### src/sv/gbns_pkg.sv
// ----------------------------------------------------------------------------
// gbns_pkg
// Types and constants shared by the go-back-N segment sender.
// ----------------------------------------------------------------------------
package gbns_pkg;

    localparam int CFG_AW = 3;
    localparam int CFG_DW = 32;

    localparam logic [3:0] WINDOW_RESET = 4'd4;
    localparam logic [7:0] ACK_MAX      = 8'hFF;

    localparam logic [1:0] STATUS_BYTE   = 2'd0;
    localparam logic [1:0] STATUS_REJECT = 2'd1;
    localparam logic [1:0] STATUS_DONE   = 2'd2;

    localparam logic REQ_BYTE = 1'b0;
    localparam logic REQ_ACK  = 1'b1;

    typedef enum logic [0:0] {
        REG_SENDER_ID   = 1'b0,
        REG_WINDOW_SIZE = 1'b1
    } t_reg_idx;

    typedef enum logic [2:0] {
        ST_LOAD   = 3'd0,
        ST_ACK    = 3'd1,
        ST_FETCH  = 3'd2,
        ST_STREAM = 3'd3,
        ST_STATUS = 3'd4
    } t_state;

    typedef struct packed {
        logic       req_type;
        logic [7:0] data_byte;
        logic       last_byte;
        logic [7:0] ack_number;
    } t_req;

    typedef struct packed {
        logic [1:0]  status;
        logic [2:0]  seq_number;
        logic [2:0]  seg_length;
        logic [1:0]  byte_index;
        logic [7:0]  out_byte;
        logic [15:0] checksum;
        logic        last_of_segment;
        logic        last_of_run;
    } t_res;

    typedef struct packed {
        logic [15:0] sender_id;
        logic [3:0]  window_size;
    } t_cfg;

endpackage

### src/sv/gbns_req_if.sv
// ----------------------------------------------------------------------------
// gbns_req_if
// Request channel: message bytes and acknowledgement numbers.
// ----------------------------------------------------------------------------
interface gbns_req_if
    import gbns_pkg::*;
();
    logic valid;
    logic ready;
    t_req data;

    modport source (output valid, output data, input ready);
    modport sink   (input valid, input data, output ready);
endinterface

### src/sv/gbns_res_if.sv
// ----------------------------------------------------------------------------
// gbns_res_if
// Result channel: segment bytes and status words.
// ----------------------------------------------------------------------------
interface gbns_res_if
    import gbns_pkg::*;
();
    logic valid;
    logic ready;
    t_res data;

    modport source (output valid, output data, input ready);
    modport sink   (input valid, input data, output ready);
endinterface

### src/sv/gbns_ram.sv
// ----------------------------------------------------------------------------
// gbns_ram
// Generic simple dual-port RAM with one write port and a registered read.
// ----------------------------------------------------------------------------
module gbns_ram #(
    parameter int WIDTH = 8,
    parameter int DEPTH = 32
) (
    input  logic                     i_clk,
    input  logic                     i_we,
    input  logic [$clog2(DEPTH)-1:0] i_waddr,
    input  logic [WIDTH-1:0]         i_wdata,
    input  logic                     i_re,
    input  logic [$clog2(DEPTH)-1:0] i_raddr,
    output logic [WIDTH-1:0]         o_rdata
);

    logic [WIDTH-1:0] r_mem [DEPTH];
    logic [WIDTH-1:0] r_rdata;

    always_ff @(posedge i_clk) begin
        if (i_we) begin
            r_mem[i_waddr] <= i_wdata;
        end
        if (i_re) begin
            r_rdata <= r_mem[i_raddr];
        end
    end

    assign o_rdata = r_rdata;

endmodule

### src/sv/gbns_cfg.sv
// ----------------------------------------------------------------------------
// gbns_cfg
// APB register file holding the sender id and the window size.
// ----------------------------------------------------------------------------
module gbns_cfg
    import gbns_pkg::*;
(
    input  logic              i_clk,
    input  logic              i_rst_n,
    input  logic              psel,
    input  logic              penable,
    input  logic              pwrite,
    input  logic [CFG_AW-1:0] paddr,
    input  logic [CFG_DW-1:0] pwdata,
    output logic [CFG_DW-1:0] prdata,
    output logic              pready,
    output t_cfg              o_cfg
);

    t_cfg     r_cfg;
    t_cfg     n_cfg;
    t_reg_idx reg_idx;
    logic     wr_en;

    assign reg_idx = t_reg_idx'(paddr[2]);
    assign wr_en   = psel && penable && pwrite;
    assign pready  = 1'b1;

    always_comb begin
        n_cfg = r_cfg;
        if (wr_en) begin
            unique case (reg_idx)
                REG_SENDER_ID:   n_cfg.sender_id   = pwdata[15:0];
                REG_WINDOW_SIZE: n_cfg.window_size = pwdata[3:0];
                default:         n_cfg = r_cfg;
            endcase
        end
    end

    always_comb begin
        unique case (reg_idx)
            REG_SENDER_ID:   prdata = CFG_DW'(r_cfg.sender_id);
            REG_WINDOW_SIZE: prdata = CFG_DW'(r_cfg.window_size);
            default:         prdata = '0;
        endcase
    end

    always_ff @(posedge i_clk) begin
        if (!i_rst_n) begin
            r_cfg.sender_id   <= '0;
            r_cfg.window_size <= WINDOW_RESET;
        end else begin
            r_cfg <= n_cfg;
        end
    end

    assign o_cfg = r_cfg;

endmodule

### src/sv/gbns_ctrl.sv
// ----------------------------------------------------------------------------
// gbns_ctrl
// Sequencer of the segment sender: loads the byte store, tracks the window
// and acknowledgements, and streams segments from the store.
// ----------------------------------------------------------------------------
module gbns_ctrl
    import gbns_pkg::*;
#(
    parameter int SEG_BYTES     = 4,
    parameter int SEGMENT_SLOTS = 8
) (
    input  logic                                     i_clk,
    input  logic                                     i_rst_n,
    input  t_cfg                                     i_cfg,
    gbns_req_if.sink                                 i_req,
    gbns_res_if.source                               o_res,
    output logic                                     o_ram_we,
    output logic [$clog2(SEG_BYTES*SEGMENT_SLOTS)-1:0] o_ram_waddr,
    output logic [7:0]                               o_ram_wdata,
    output logic                                     o_ram_re,
    output logic [$clog2(SEG_BYTES*SEGMENT_SLOTS)-1:0] o_ram_raddr,
    input  logic [7:0]                               i_ram_rdata
);

    localparam int DEPTH = SEG_BYTES * SEGMENT_SLOTS;
    localparam int AW    = $clog2(DEPTH);
    localparam int SW    = $clog2(SEGMENT_SLOTS + 1);
    localparam int JW    = (SEG_BYTES > 1) ? $clog2(SEG_BYTES) : 1;
    localparam int LNW   = $clog2(SEG_BYTES + 1);
    localparam logic [AW-1:0] LEN_MAX  = AW'(DEPTH - 1);
    localparam logic [JW-1:0] FILL_TOP = JW'(SEG_BYTES - 1);

    t_state          r_state, n_state;
    logic [AW-1:0]   r_msg_len, n_msg_len;
    logic [SW-1:0]   r_count, n_count;
    logic [JW-1:0]   r_fill, n_fill;
    logic            r_overflow, n_overflow;
    logic [7:0]      r_base, n_base;
    logic [3:0]      r_acks, n_acks;
    logic [SW-1:0]   r_seg, n_seg;
    logic [SW-1:0]   r_seg_end, n_seg_end;
    logic [AW-1:0]   r_addr, n_addr;
    logic [JW-1:0]   r_j, n_j;
    logic [LNW-1:0]  r_left, n_left;
    logic [LNW-1:0]  r_len, n_len;
    logic [15:0]     r_sum, n_sum;
    logic [1:0]      r_pend, n_pend;
    logic            r_out_valid, n_out_valid;
    t_res            r_out, n_out;

    logic            acc;
    logic            byte_acc;
    logic            ack_acc;
    logic            store_ok;
    logic            ovf_now;
    logic [AW-1:0]   msg_len_new;
    logic [SW-1:0]   cnt_new;
    logic [3:0]      w_eff;
    logic [7:0]      new_base;
    logic [3:0]      acks_inc;
    logic            round_done;
    logic            all_acked;
    logic [7:0]      setup_base;
    logic [SW-1:0]   setup_cnt;
    logic [8:0]      setup_end9;
    logic [SW-1:0]   setup_end;
    logic [SW-1:0]   setup_seg;
    logic [AW-1:0]   setup_addr;
    logic [AW-1:0]   rem;
    logic [LNW-1:0]  fetch_len;
    logic            out_free;
    logic            last_b;
    logic            last_run;
    logic [15:0]     sum_new;

    assign i_req.ready = (r_state == ST_LOAD) || (r_state == ST_ACK);
    assign acc         = i_req.valid && i_req.ready;
    assign byte_acc    = acc && (r_state == ST_LOAD) && (i_req.data.req_type == REQ_BYTE);
    assign ack_acc     = acc && (r_state == ST_ACK) && (i_req.data.req_type == REQ_ACK);

    assign store_ok    = r_msg_len < LEN_MAX;
    assign ovf_now     = r_overflow || !store_ok;
    assign msg_len_new = store_ok ? r_msg_len + AW'(1) : r_msg_len;
    assign cnt_new     = (store_ok && (r_fill == '0)) ? r_count + SW'(1) : r_count;

    assign w_eff    = (i_cfg.window_size == 4'd0) ? 4'd1 : i_cfg.window_size;
    assign new_base = (i_req.data.ack_number >= r_base) ?
                      ((i_req.data.ack_number == ACK_MAX) ? ACK_MAX
                                                          : i_req.data.ack_number + 8'd1)
                      : r_base;
    assign acks_inc   = r_acks + 4'd1;
    assign round_done = acks_inc >= w_eff;
    assign all_acked  = 9'(new_base) >= 9'(r_count);

    assign setup_base = (r_state == ST_ACK) ? new_base : 8'd0;
    assign setup_cnt  = (r_state == ST_ACK) ? r_count : cnt_new;
    assign setup_end9 = 9'(setup_base) + 9'(w_eff);
    assign setup_end  = (setup_end9 > 9'(setup_cnt)) ? setup_cnt : SW'(setup_end9);
    assign setup_seg  = SW'(setup_base);
    assign setup_addr = AW'(32'(setup_seg) * SEG_BYTES);

    assign rem       = r_msg_len - r_addr;
    assign fetch_len = (32'(rem) > SEG_BYTES) ? LNW'(SEG_BYTES) : LNW'(rem);

    assign out_free = !r_out_valid || o_res.ready;
    assign last_b   = r_left == LNW'(1);
    assign last_run = ((SW + 1)'(r_seg) + (SW + 1)'(1)) == (SW + 1)'(r_seg_end);
    assign sum_new  = r_sum + 16'(i_ram_rdata);

    always_comb begin
        n_state = r_state;
        unique case (r_state)
            ST_LOAD: begin
                if (byte_acc && i_req.data.last_byte) begin
                    n_state = ovf_now ? ST_STATUS : ST_FETCH;
                end
            end
            ST_ACK: begin
                if (ack_acc && round_done) begin
                    n_state = all_acked ? ST_STATUS : ST_FETCH;
                end
            end
            ST_FETCH: begin
                n_state = ST_STREAM;
            end
            ST_STREAM: begin
                if (out_free && last_b) begin
                    n_state = last_run ? ST_ACK : ST_FETCH;
                end
            end
            ST_STATUS: begin
                if (out_free) begin
                    n_state = ST_LOAD;
                end
            end
            default: n_state = ST_LOAD;
        endcase
    end

    always_comb begin
        n_msg_len   = r_msg_len;
        n_count     = r_count;
        n_fill      = r_fill;
        n_overflow  = r_overflow;
        n_base      = r_base;
        n_acks      = r_acks;
        n_seg       = r_seg;
        n_seg_end   = r_seg_end;
        n_addr      = r_addr;
        n_j         = r_j;
        n_left      = r_left;
        n_len       = r_len;
        n_sum       = r_sum;
        n_pend      = r_pend;
        n_out_valid = r_out_valid && !o_res.ready;
        n_out       = r_out;
        o_ram_we    = 1'b0;
        o_ram_waddr = r_msg_len;
        o_ram_wdata = i_req.data.data_byte;
        o_ram_re    = 1'b0;
        o_ram_raddr = r_addr;

        unique case (r_state)
            ST_LOAD: begin
                if (byte_acc) begin
                    if (store_ok) begin
                        o_ram_we  = 1'b1;
                        n_msg_len = msg_len_new;
                        n_count   = cnt_new;
                        n_fill    = (r_fill == FILL_TOP) ? '0 : r_fill + JW'(1);
                    end else begin
                        n_overflow = 1'b1;
                    end
                    if (i_req.data.last_byte) begin
                        n_base = 8'd0;
                        n_acks = 4'd0;
                        if (ovf_now) begin
                            n_msg_len  = '0;
                            n_count    = '0;
                            n_fill     = '0;
                            n_overflow = 1'b0;
                            n_pend     = STATUS_REJECT;
                        end else begin
                            n_seg     = setup_seg;
                            n_seg_end = setup_end;
                            n_addr    = setup_addr;
                        end
                    end
                end
            end
            ST_ACK: begin
                if (ack_acc) begin
                    n_base = new_base;
                    n_acks = acks_inc;
                    if (round_done) begin
                        n_acks = 4'd0;
                        if (all_acked) begin
                            n_msg_len  = '0;
                            n_count    = '0;
                            n_fill     = '0;
                            n_overflow = 1'b0;
                            n_base     = 8'd0;
                            n_pend     = STATUS_DONE;
                        end else begin
                            n_seg     = setup_seg;
                            n_seg_end = setup_end;
                            n_addr    = setup_addr;
                        end
                    end
                end
            end
            ST_FETCH: begin
                o_ram_re    = 1'b1;
                o_ram_raddr = r_addr;
                n_len       = fetch_len;
                n_left      = fetch_len;
                n_j         = '0;
                n_sum       = 16'(i_cfg.sender_id[7:0]) + 16'(i_cfg.sender_id[15:8])
                              + 16'(r_seg);
            end
            ST_STREAM: begin
                if (out_free) begin
                    n_out_valid           = 1'b1;
                    n_out.status          = STATUS_BYTE;
                    n_out.seq_number      = 3'(r_seg);
                    n_out.seg_length      = 3'(r_len);
                    n_out.byte_index      = 2'(r_j);
                    n_out.out_byte        = i_ram_rdata;
                    n_out.checksum        = last_b ? sum_new : 16'd0;
                    n_out.last_of_segment = last_b;
                    n_out.last_of_run     = last_b && last_run;
                    n_addr                = r_addr + AW'(1);
                    if (last_b) begin
                        if (!last_run) begin
                            n_seg = r_seg + SW'(1);
                        end
                    end else begin
                        n_j         = r_j + JW'(1);
                        n_left      = r_left - LNW'(1);
                        n_sum       = sum_new;
                        o_ram_re    = 1'b1;
                        o_ram_raddr = r_addr + AW'(1);
                    end
                end
            end
            ST_STATUS: begin
                if (out_free) begin
                    n_out_valid = 1'b1;
                    n_out       = '0;
                    n_out.status      = r_pend;
                    n_out.last_of_run = 1'b1;
                end
            end
            default: begin
                n_out_valid = r_out_valid && !o_res.ready;
            end
        endcase
    end

    always_ff @(posedge i_clk) begin
        if (!i_rst_n) begin
            r_state     <= ST_LOAD;
            r_msg_len   <= '0;
            r_count     <= '0;
            r_fill      <= '0;
            r_overflow  <= 1'b0;
            r_base      <= 8'd0;
            r_acks      <= 4'd0;
            r_out_valid <= 1'b0;
        end else begin
            r_state     <= n_state;
            r_msg_len   <= n_msg_len;
            r_count     <= n_count;
            r_fill      <= n_fill;
            r_overflow  <= n_overflow;
            r_base      <= n_base;
            r_acks      <= n_acks;
            r_out_valid <= n_out_valid;
        end
    end

    always_ff @(posedge i_clk) begin
        r_seg     <= n_seg;
        r_seg_end <= n_seg_end;
        r_addr    <= n_addr;
        r_j       <= n_j;
        r_left    <= n_left;
        r_len     <= n_len;
        r_sum     <= n_sum;
        r_pend    <= n_pend;
        r_out     <= n_out;
    end

    assign o_res.valid = r_out_valid;
    assign o_res.data  = r_out;

endmodule

### src/sv/go_back_n_segment_sender_core.sv
// ----------------------------------------------------------------------------
// go_back_n_segment_sender_core
// Go-back-N sender that stores a message, cuts it into segments and streams
// each window of segments with a running checksum on every segment.
//
// Words enter on i_req (valid/ready) and leave on o_res (valid/ready). In the
// idle phase each message byte word is taken and written to an on-chip byte
// RAM; the word marked last starts the first window. While waiting for
// acknowledgements each ack word is taken; after window_size of them (zero
// counts as one) the window is resent from the new base, or a status word
// reports that every segment is acknowledged. An overlong message ends in a
// single reject status word.
// A window burst reads the first byte of each segment in a fetch state and
// the rest while the segment streams through the output register.
// No request is taken while a burst streams. When the receiver stalls, the
// output register holds its word and the stream waits on it. The byte RAM
// needs no clearing: after reset only written entries are ever read, and the
// control state is cleared by reset. Registers are written over APB.
// ----------------------------------------------------------------------------
module go_back_n_segment_sender_core
    import gbns_pkg::*;
#(
    parameter int SEG_BYTES     = 4,
    parameter int SEGMENT_SLOTS = 8
) (
    input  logic              i_clk,
    input  logic              i_rst_n,
    gbns_req_if.sink          i_req,
    gbns_res_if.source        o_res,
    input  logic              psel,
    input  logic              penable,
    input  logic              pwrite,
    input  logic [CFG_AW-1:0] paddr,
    input  logic [CFG_DW-1:0] pwdata,
    output logic [CFG_DW-1:0] prdata,
    output logic              pready
);

    localparam int DEPTH = SEG_BYTES * SEGMENT_SLOTS;
    localparam int AW    = $clog2(DEPTH);

    t_cfg          cfg;
    logic          ram_we;
    logic [AW-1:0] ram_waddr;
    logic [7:0]    ram_wdata;
    logic          ram_re;
    logic [AW-1:0] ram_raddr;
    logic [7:0]    ram_rdata;

    gbns_cfg u_cfg (
        .i_clk   (i_clk),
        .i_rst_n (i_rst_n),
        .psel    (psel),
        .penable (penable),
        .pwrite  (pwrite),
        .paddr   (paddr),
        .pwdata  (pwdata),
        .prdata  (prdata),
        .pready  (pready),
        .o_cfg   (cfg)
    );

    gbns_ram #(
        .WIDTH (8),
        .DEPTH (DEPTH)
    ) u_store (
        .i_clk   (i_clk),
        .i_we    (ram_we),
        .i_waddr (ram_waddr),
        .i_wdata (ram_wdata),
        .i_re    (ram_re),
        .i_raddr (ram_raddr),
        .o_rdata (ram_rdata)
    );

    gbns_ctrl #(
        .SEG_BYTES     (SEG_BYTES),
        .SEGMENT_SLOTS (SEGMENT_SLOTS)
    ) u_ctrl (
        .i_clk       (i_clk),
        .i_rst_n     (i_rst_n),
        .i_cfg       (cfg),
        .i_req       (i_req),
        .o_res       (o_res),
        .o_ram_we    (ram_we),
        .o_ram_waddr (ram_waddr),
        .o_ram_wdata (ram_wdata),
        .o_ram_re    (ram_re),
        .o_ram_raddr (ram_raddr),
        .i_ram_rdata (ram_rdata)
    );

    // The store is loaded and streamed in separate phases.
    a_no_rw_overlap: assert property (@(posedge i_clk) disable iff (!i_rst_n)
        !(ram_we && ram_re))
        else $error("byte store read and written in the same cycle");

    a_no_accept_in_burst: assert property (@(posedge i_clk) disable iff (!i_rst_n)
        (i_req.valid && i_req.ready) |-> !ram_re)
        else $error("request word taken while the store is being read");

    // A read is always followed by a streaming cycle that holds off requests.
    a_read_blocks_input: assert property (@(posedge i_clk) disable iff (!i_rst_n)
        ram_re |=> !i_req.ready)
        else $error("request channel opened before read data was consumed");

    a_status_ends_run: assert property (@(posedge i_clk) disable iff (!i_rst_n)
        (o_res.valid && (o_res.data.status != STATUS_BYTE)) |->
        (o_res.data.last_of_run && !o_res.data.last_of_segment))
        else $error("status word does not end its run");

endmodule

### src/flat_wrapper.sv
// flat-port wrapper written by rule: the top's interface ports become plain ports
module go_back_n_segment_sender_core_flat import gbns_pkg::*;
#(
    parameter int SEG_BYTES     = 4,
    parameter int SEGMENT_SLOTS = 8
)
  (i_clk, i_rst_n, psel, penable, pwrite, paddr, pwdata, prdata, pready, i_req_valid, i_req_data, i_req_ready, o_res_valid, o_res_data, o_res_ready);
  gbns_req_if i_req_i ();
  gbns_res_if o_res_i ();
  input  logic i_clk;
  input  logic i_rst_n;
  input  logic psel;
  input  logic penable;
  input  logic pwrite;
  input  logic [CFG_AW-1:0] paddr;
  input  logic [CFG_DW-1:0] pwdata;
  output logic [CFG_DW-1:0] prdata;
  output logic pready;
  input wire logic [$bits(i_req_i.valid)-1:0] i_req_valid;
  input wire logic [$bits(i_req_i.data)-1:0] i_req_data;
  output wire logic [$bits(i_req_i.ready)-1:0] i_req_ready;
  output wire logic [$bits(o_res_i.valid)-1:0] o_res_valid;
  output wire logic [$bits(o_res_i.data)-1:0] o_res_data;
  input wire logic [$bits(o_res_i.ready)-1:0] o_res_ready;
  assign i_req_i.valid = i_req_valid;
  assign i_req_i.data = i_req_data;
  assign i_req_ready = i_req_i.ready;
  assign o_res_valid = o_res_i.valid;
  assign o_res_data = o_res_i.data;
  assign o_res_i.ready = o_res_ready;
  go_back_n_segment_sender_core #(.SEG_BYTES(SEG_BYTES), .SEGMENT_SLOTS(SEGMENT_SLOTS)) u_core (.i_clk(i_clk), .i_rst_n(i_rst_n), .i_req(i_req_i), .o_res(o_res_i), .psel(psel), .penable(penable), .pwrite(pwrite), .paddr(paddr), .pwdata(pwdata), .prdata(prdata), .pready(pready));
endmodule
### config.mk
export PLATFORM = sky130hd
export DESIGN_NAME = go_back_n_segment_sender_core_flat
export DESIGN_NICKNAME = d
export VERILOG_FILES = /design/src/sv/gbns_pkg.sv /design/src/sv/gbns_req_if.sv /design/src/sv/gbns_res_if.sv /design/src/sv/gbns_ram.sv /design/src/sv/gbns_cfg.sv /design/src/sv/gbns_ctrl.sv /design/src/sv/go_back_n_segment_sender_core.sv /design/src/flat_wrapper.sv
export SDC_FILE = /design/constraint.sdc
export NUM_CORES = 1
export LEC_CHECK = 0
export ABC_AREA = 1
export BUFFER_PORTS_ARGS = -buffer_cell sky130_fd_sc_hd__buf_2
export CAP_MARGIN = 0
export CORE_MARGIN = 4
export CORE_UTILIZATION = 50
export CTS_CLUSTER_SIZE = 40
export DETAILED_ROUTE_END_ITERATION = 6
export GPL_TIMING_DRIVEN = 0
export PLACE_DENSITY = 0.68
export SYNTH_ARGS = -nofsm -noshare
export SYNTH_HDL_FRONTEND = slang
export SYNTH_SLANG_ARGS = --single-unit
### constraint.sdc
create_clock -name i_clk -period 6.85 [get_ports i_clk]
set_input_delay 2.055 -clock i_clk [delete_from_list [all_inputs] [get_ports i_clk]]
set_output_delay 2.055 -clock i_clk [all_outputs]
set_load 0.02 [all_outputs]
# Word-level counts from Yosys, hierarchy flattened
# Memory sizes are Yosys's and may differ from the RTL's. A register that Yosys moved wholly into a read port is not among the register bits.
# Index checks and enable logic that the tools add are counted.
# word_totals
ff_bits	123
latchBits	0
ramBits	256
romBits	0
inputBits	60
output_inout_bits	71
wordCells	231
mem_count	1
# mem_list
name	words	width	read_ports	rd_ports_with_merged_regs	wr	line	source
u_core.u_store.r_mem	32	8	1	1	1	gbns_ram.sv:18	logic [WIDTH-1:0] r_mem [DEPTH];
# classes
n_addsub	15
mul	0
div	0
n_lt_le_gt_ge	6
n_eq_ne	24
n_shift	0
n_mux	119
n_bitwise	2
n_reduce_logical	38
# op_table
op	n
$mux 4	30
$mux 5	17
$mux 36	2
$pmux 36 s2	1
$mux 8	8
$pmux 32 s2	1
$mux 16	3
$mux 2	17
$pmux 16 s2	1
$ne 2x2->1 const B	14
$mux 3	9
$pmux 4 s2	3
$add 16x8->16	1
$mux 1	16
$pmux 8 s2	1
$pmux 3 s5	1
$pmux 5 s3	1
$reduce_and 7->1	2
$logic_and 1x1->1	13
$add 4x1->4 const B	3
$pmux 2 s2	3
$pmux 4 s3	1
$add 5x1->5 const B	2
$add 9x4->10	1
38 further kinds	53

# Logic depth before layout (Yosys ltp)
# depth
ltp_word	11
ltp_mapped	26
depth_no_buf	25

# By module
# A second synthesis with hierarchy kept.
# hier_totals
hier_cells	1952
hier_area_um2	18950.7
# modules_own_cells
module	n_inst	cells_each	area_per_inst_um2	seq_area_each_um2
gbns_ram	1	922	10866.7	7927.6
gbns_ctrl	1	845	6932.9	2812.7
gbns_cfg	1	185	1151.1	400.4

# Least setup slack after synthesis
# Ideal clock, no wire load.
# synth_path
kind	input port to flip-flop
from	input i_req_data[3]
to	register u_core.u_ctrl.r_seg_end[1] (data pin)
setup_time_ps	261
t_arrival_ps	5128
required_ps	6589
path_slack_ps	1462
stages	24
path_buffers	1
path_cell_list	ha_1 > nand2_1 > nor2_1 > nor2_1 > nand2_1 > nand2_1 > nand2_1 > buf_2 > nand3_1 > o21ai_0 > nor2_1 > ha_1 > inv_1 > fa_1 > xnor2_1 > ha_1 > a21oi_1 > o21ai_0 > a21oi_1 > a41oi_1 > a21oi_1 > nand2_1 > nand2_1 > o21ai_0
# synth_via
elab_chain_len	11
elab_cells_between_ends	16
classes_between	2 x add/sub; 2 x order compare; 1 x eq/ne; 11 x mux
# synth_lines
element	line	source
from (decl)	flat_wrapper.sv:20	input wire logic [$bits(i_req_i.data)-1:0] i_req_data;
$add 8x1->8 or $eq 8x8->1 (tied branches)	gbns_ctrl.sv:89, gbns_ctrl.sv:88	
$mux 8	gbns_ctrl.sv:88	((i_req.data.ack_number == ACK_MAX) ? ACK_MAX
$mux 8 (*)	gbns_ctrl.sv:87	assign new_base = (i_req.data.ack_number >= r_base) ?
$mux 8 (*)	gbns_ctrl.sv:95	assign setup_base = (r_state == ST_ACK) ? new_base : 8'd0;
$add 8x4->9 (*)	gbns_ctrl.sv:97	assign setup_end9 = 9'(setup_base) + 9'(w_eff);
$gt 9x4->1	gbns_ctrl.sv:98	assign setup_end = (setup_end9 > 9'(setup_cnt)) ? setup_cnt : SW'(setup_end9);
$mux 4 (*)	gbns_ctrl.sv:98	
$mux 4, on equally long branches	gbns_ctrl.sv:197, gbns_ctrl.sv:177	
$mux 4, on equally long branches	gbns_ctrl.sv:195, gbns_ctrl.sv:174	
$mux 4, on equally long branches	gbns_ctrl.sv:192, gbns_ctrl.sv:165	
$pmux 4 s2 (*)	gbns_ctrl.sv:163	unique case (r_state)
net u_core.u_ctrl.n_seg_end[1]	gbns_ctrl.sv:41	logic [SW-1:0] r_seg_end, n_seg_end;
to (signal assigned)	gbns_ctrl.sv:284	r_seg_end <= n_seg_end;
to (decl)	gbns_ctrl.sv:41	
# The timed path passes the listed nets; every way through them passes the cells marked *. The select of a mux whose other input is x is not followed.
# A chain may end at the register's enable or synchronous reset.

# Worst setup path after layout
# layout_path
from	input i_req_data[0]
to	register u_core.u_ctrl.r_seg_end[1] (data pin)
# Same word-level chain as after synthesis.

==> metrics.log <==
INFO  metric run_status = finished, violations left
INFO  metric violations_in_the_final_reports = design-rule violations
INFO  metric power.share.switching = 0.358
INFO  metric placement_rows = 70
INFO  metric routed_wire_length_per_instance = around 18 µm
INFO  metric period_minus_slack = 5.63 ns
INFO  metric synth_flop_cell = edfxtp_1
INFO  metric core_area = between 30000 and 40000 µm²
INFO  metric drv_slew = 0
INFO  metric buffer_ports.inserted = 94
INFO  metric synthMostInstantiatedCell = nand2_1
INFO  metric globalplace.congestion = 0.921
INFO  metric worstSetupStartpointType = input pin
INFO  metric antenna_violations_before_repair = 0
INFO  metric antennaDiodeCount = 0
INFO  metric timing.critical_path.fanout_max = 10
INFO  metric yosys_warnings = 0
INFO  metric routed_wirelength = between 40 and 50 mm
INFO  metric max_slew.worst_pin.slew = roughly 0.92 ns
INFO  metric crit_slowest_cell = fa_1
INFO  metric drt_pre_antenna_iters = 7
INFO  metric syn_area_per_cell = roughly 9.6 µm²
INFO  metric synth_top_cell_by_area = edfxtp_1
INFO  metric worst-endpoint-arrival = between 5 and 6 ns
INFO  metric skew = approximately 0.013 ns
INFO  metric final_instance_area = 21100 µm²
INFO  metric synthTopCellsByCount = nand2_1 (630), edfxtp_1 (339), inv_1 (176)
INFO  metric vias_in_the_first_global_route = around 13000
INFO  metric classification_of_the_worst_setup_path = input pin to register
INFO  metric finish.net_count = between 2000 and 2500
INFO  metric grt_max_degree = 37
INFO  metric power_density = roughly 370 nW/µm²
INFO  metric worstPathRequired = a little over 7 ns
INFO  metric portion_of_the_clock_cycle_consumed_by_the_worst_path_in_the_final_layout = 0.822
INFO  metric postCtsSetupBuffers = 0
INFO  metric fin_tns_setup = 0 ns
INFO  metric endpoint_kind = register
INFO  metric top_level_ports = 131
INFO  metric start_util = 0.508
INFO  metric report.final.setup_viol = 0
INFO  metric crit_path_frequent_cell = nand2_1
INFO  metric switchingPower = 2760 µW
INFO  metric critical_path.n_buffers_inverters = 4
INFO  metric hold_viol = 0
INFO  metric cell_area_synth = approximately 19000 µm²
INFO  metric insertion_delay = ~0.56 ns
INFO  metric clockPowerShare = 0.294
INFO  metric worst_ir_drop_vdd = between 200 and 250 µV
INFO  metric synth.yosys.seq_area_share = 0.598
INFO  metric hpwl_reported_at_the_end_of_detailed_placement = between 30 and 40 mm
INFO  metric root_buffer = clkbuf_16
INFO  metric ctsHoldBuffers = 0
INFO  metric max_slew_margin = 0.383
INFO  metric yosysTopAreaCellShare = 0.546
INFO  metric power.combinational.fraction = 0.322
INFO  metric timing.critical_path.slowest_cell_delay = around 0.40 ns
INFO  metric synth-edff-count = approximately 340
INFO  metric max_cap_viol_count = 0
INFO  metric grt_remaining_overflow = 0
INFO  metric cts_inserted_buffers = 41
INFO  metric clock_tree.htree_level_count = 2
INFO  metric drive_gt1_frac = 0.106
INFO  metric synth-seq-cells = about 390
INFO  metric detailedRoute.firstIterationViolations = 1266
INFO  metric intPower = 4950 µW
INFO  metric tritoncts = yes
INFO  metric met2WireLength = roughly 21 mm
INFO  metric fin_worst_hold_slack = approximately 0.47 ns
INFO  metric cts_resized = 0
INFO  metric total_die_area = about 40000 µm²
INFO  metric die_width = 201 µm
INFO  metric grt_pass1_wl = between 70 and 80 mm
INFO  metric total_leakage_power = between 0.008 and 0.009 µW
INFO  metric wl_met1 = 19.5 mm
INFO  metric max_freq = 178 MHz
INFO  metric avgViaCountPerCell = between 5 and 6
INFO  metric dpl_cell_area = 19800 µm²
INFO  metric die_y = just over 200 µm
INFO  metric path_clk_slew = ~0.060 ns
INFO  metric via_count = ~14000
INFO  metric area_growth_syn_to_layout = 13.2%
INFO  metric share_seq_of_total_power = 0.384
INFO  metric gr-usage-all-layers = 0.224
INFO  metric synth-async-reset-ratio = 0
INFO  metric synthDistinctLibCells = approximately 50
INFO  metric antenna_violating_nets_post_route = 0
INFO  metric clock-sinks = approximately 390
INFO  metric timing.critical_path.max_delay_family = adder cells
INFO  metric grt_setup_unrepaired = false
INFO  metric synthesis.instances = just under 2000
INFO  metric ranking_of_synthesized_cells_by_area = edfxtp_1 (55%), nand2_1 (13%), dfxtp_1 (5.2%)
INFO  metric routed.top_layer = met4
INFO  metric ctsLongestPathBuffers = 3
INFO  metric drcViolationCount = 3
INFO  metric met3_wirelength = between 3 and 4 mm
INFO  metric layout.filler_cells = 3153
INFO  metric min_path_type = register to register
## layer usage
metal / global-route usage / vias to the layer above
met2: 0.366 / 566
met5: 0 / -
li1: - / 6743
met4: 0.0661 / 0
met1: 0.302 / 6440
met3: 0.0515 / 74
## area by class of cell
class,instances,area [µm²],share of cell area
Clock inverter,22,268,0.0127
Sequential cell,387,11100,0.528
Tap cell,468,586,0.0278
Timing Repair Buffer,94,470,0.0223
Multi-Input combinational cell,1301,6400,0.303
Clock buffer,52,1080,0.0511
Inverter,178,668,0.0317
Buffer,95,487,0.0231
## tightest hold or removal path: stages (launching register included)
cell and delay [ns]:
dfxtp_1 0.31, nand2_1 0.06, a21oi_1 0.06
## cell usage in the layout, fill, tap and decap left out, types with 4 or more instances in the layout
| cell | n |
|---|---|
| nand4_1 | 4 |
| a211oi_1 | 5 |
| o21a_1 | 5 |
| xor2_1 | 19 |
| clkbuf_16 | 41 |
| nand3_1 | 159 |
| bufinv_16 | 6 |
| nand2_1 | 630 |
| fa_1 | 8 |
| clkbuf_1 | 46 |
| clkinv_1 | 6 |
| ha_1 | 60 |
| xnor2_1 | 11 |
| o211ai_1 | 25 |
| a21oi_1 | 74 |
| conb_1 | 17 |
| buf_1 | 5 |
| inv_1 | 176 |
| nor2_1 | 161 |
| buf_2 | 126 |
| dfxtp_1 | 48 |
| edfxtp_1 | 339 |
| nor3_1 | 10 |
| a21o_1 | 8 |
| clkinv_2 | 6 |
| o21ai_0 | 68 |
| buf_4 | 20 |
| or2_2 | 7 |
## metrics by stage
step	utilization	worst slack [ns]	power, µW	instances
CTS	0.575	1.21	7720	2597
global placement	0.538	0.694	5400	2523
global route	0.575	0.831	8170	2597
detailed placement	0.538	0.678	5460	2523
floorplan	-	1.46	4690	1961
finish	0.575	1.22	7710	2597
## flip-flops by register name, indices dropped and copies added (netlist names), 4 cells and up
| register | count |
|---|---|
| u_core.u_ctrl.r_base | 8 |
| u_core.u_store.r_mem | 256 |
| u_core.u_ctrl.r_addr | 5 |
| u_core.u_ctrl.r_seg | 4 |
| u_core.u_ctrl.r_sum | 16 |
| u_core.u_ctrl.o_ram_waddr | 5 |
| u_core.u_ctrl.r_acks | 4 |
| u_core.u_cfg.o_cfg | 20 |
| u_core.u_ctrl.r_seg_end | 4 |
| u_core.u_ctrl.o_res.data | 36 |
| u_core.u_ctrl.r_count | 4 |
| u_core.u_store.o_rdata | 8 |
## cells by family after synthesis
| logic type | share of synthesized area |
|---|---|
| buffers and inverters | 0.0620 |
| DFF | 0.598 |
| adders and majority gates | 0.0489 |
| and+or+nand+nor | 0.214 |
| AOI/OAI and AO/OA | 0.0619 |
| muxes | 0.000537 |
| xor gates and xnor gates | 0.0141 |
| other | 0.000403 |
## path summary, 6_finish.rpt
path	depth (start not counted)	to	slack (ns)	start
setup / recovery	26	u_core.u_ctrl.r_seg_end[1]	1.22	i_req_data[0]
hold / removal	2	u_core.u_ctrl.r_base[4]	0.47	u_core.u_ctrl.r_base[4]
setup reg to reg	25	u_core.u_ctrl.r_seg_end[1]	2.47	u_core.u_ctrl.r_base[1]
hold reg to reg	2	u_core.u_ctrl.r_base[4]	0.47	u_core.u_ctrl.r_base[4]
## power by group through the flow
stage | clock (µW) | combinational (µW) | sequential, µW
floorplan | 0 | 1670 | 3020
global placement | 0 | 2400 | 3010
detailed placement | 0 | 2450 | 3010
CTS | 2290 | 2460 | 2960
global route | 2400 | 2780 | 2980
finish | 2260 | 2490 | 2960
Power figures use the tool's default switching activity.
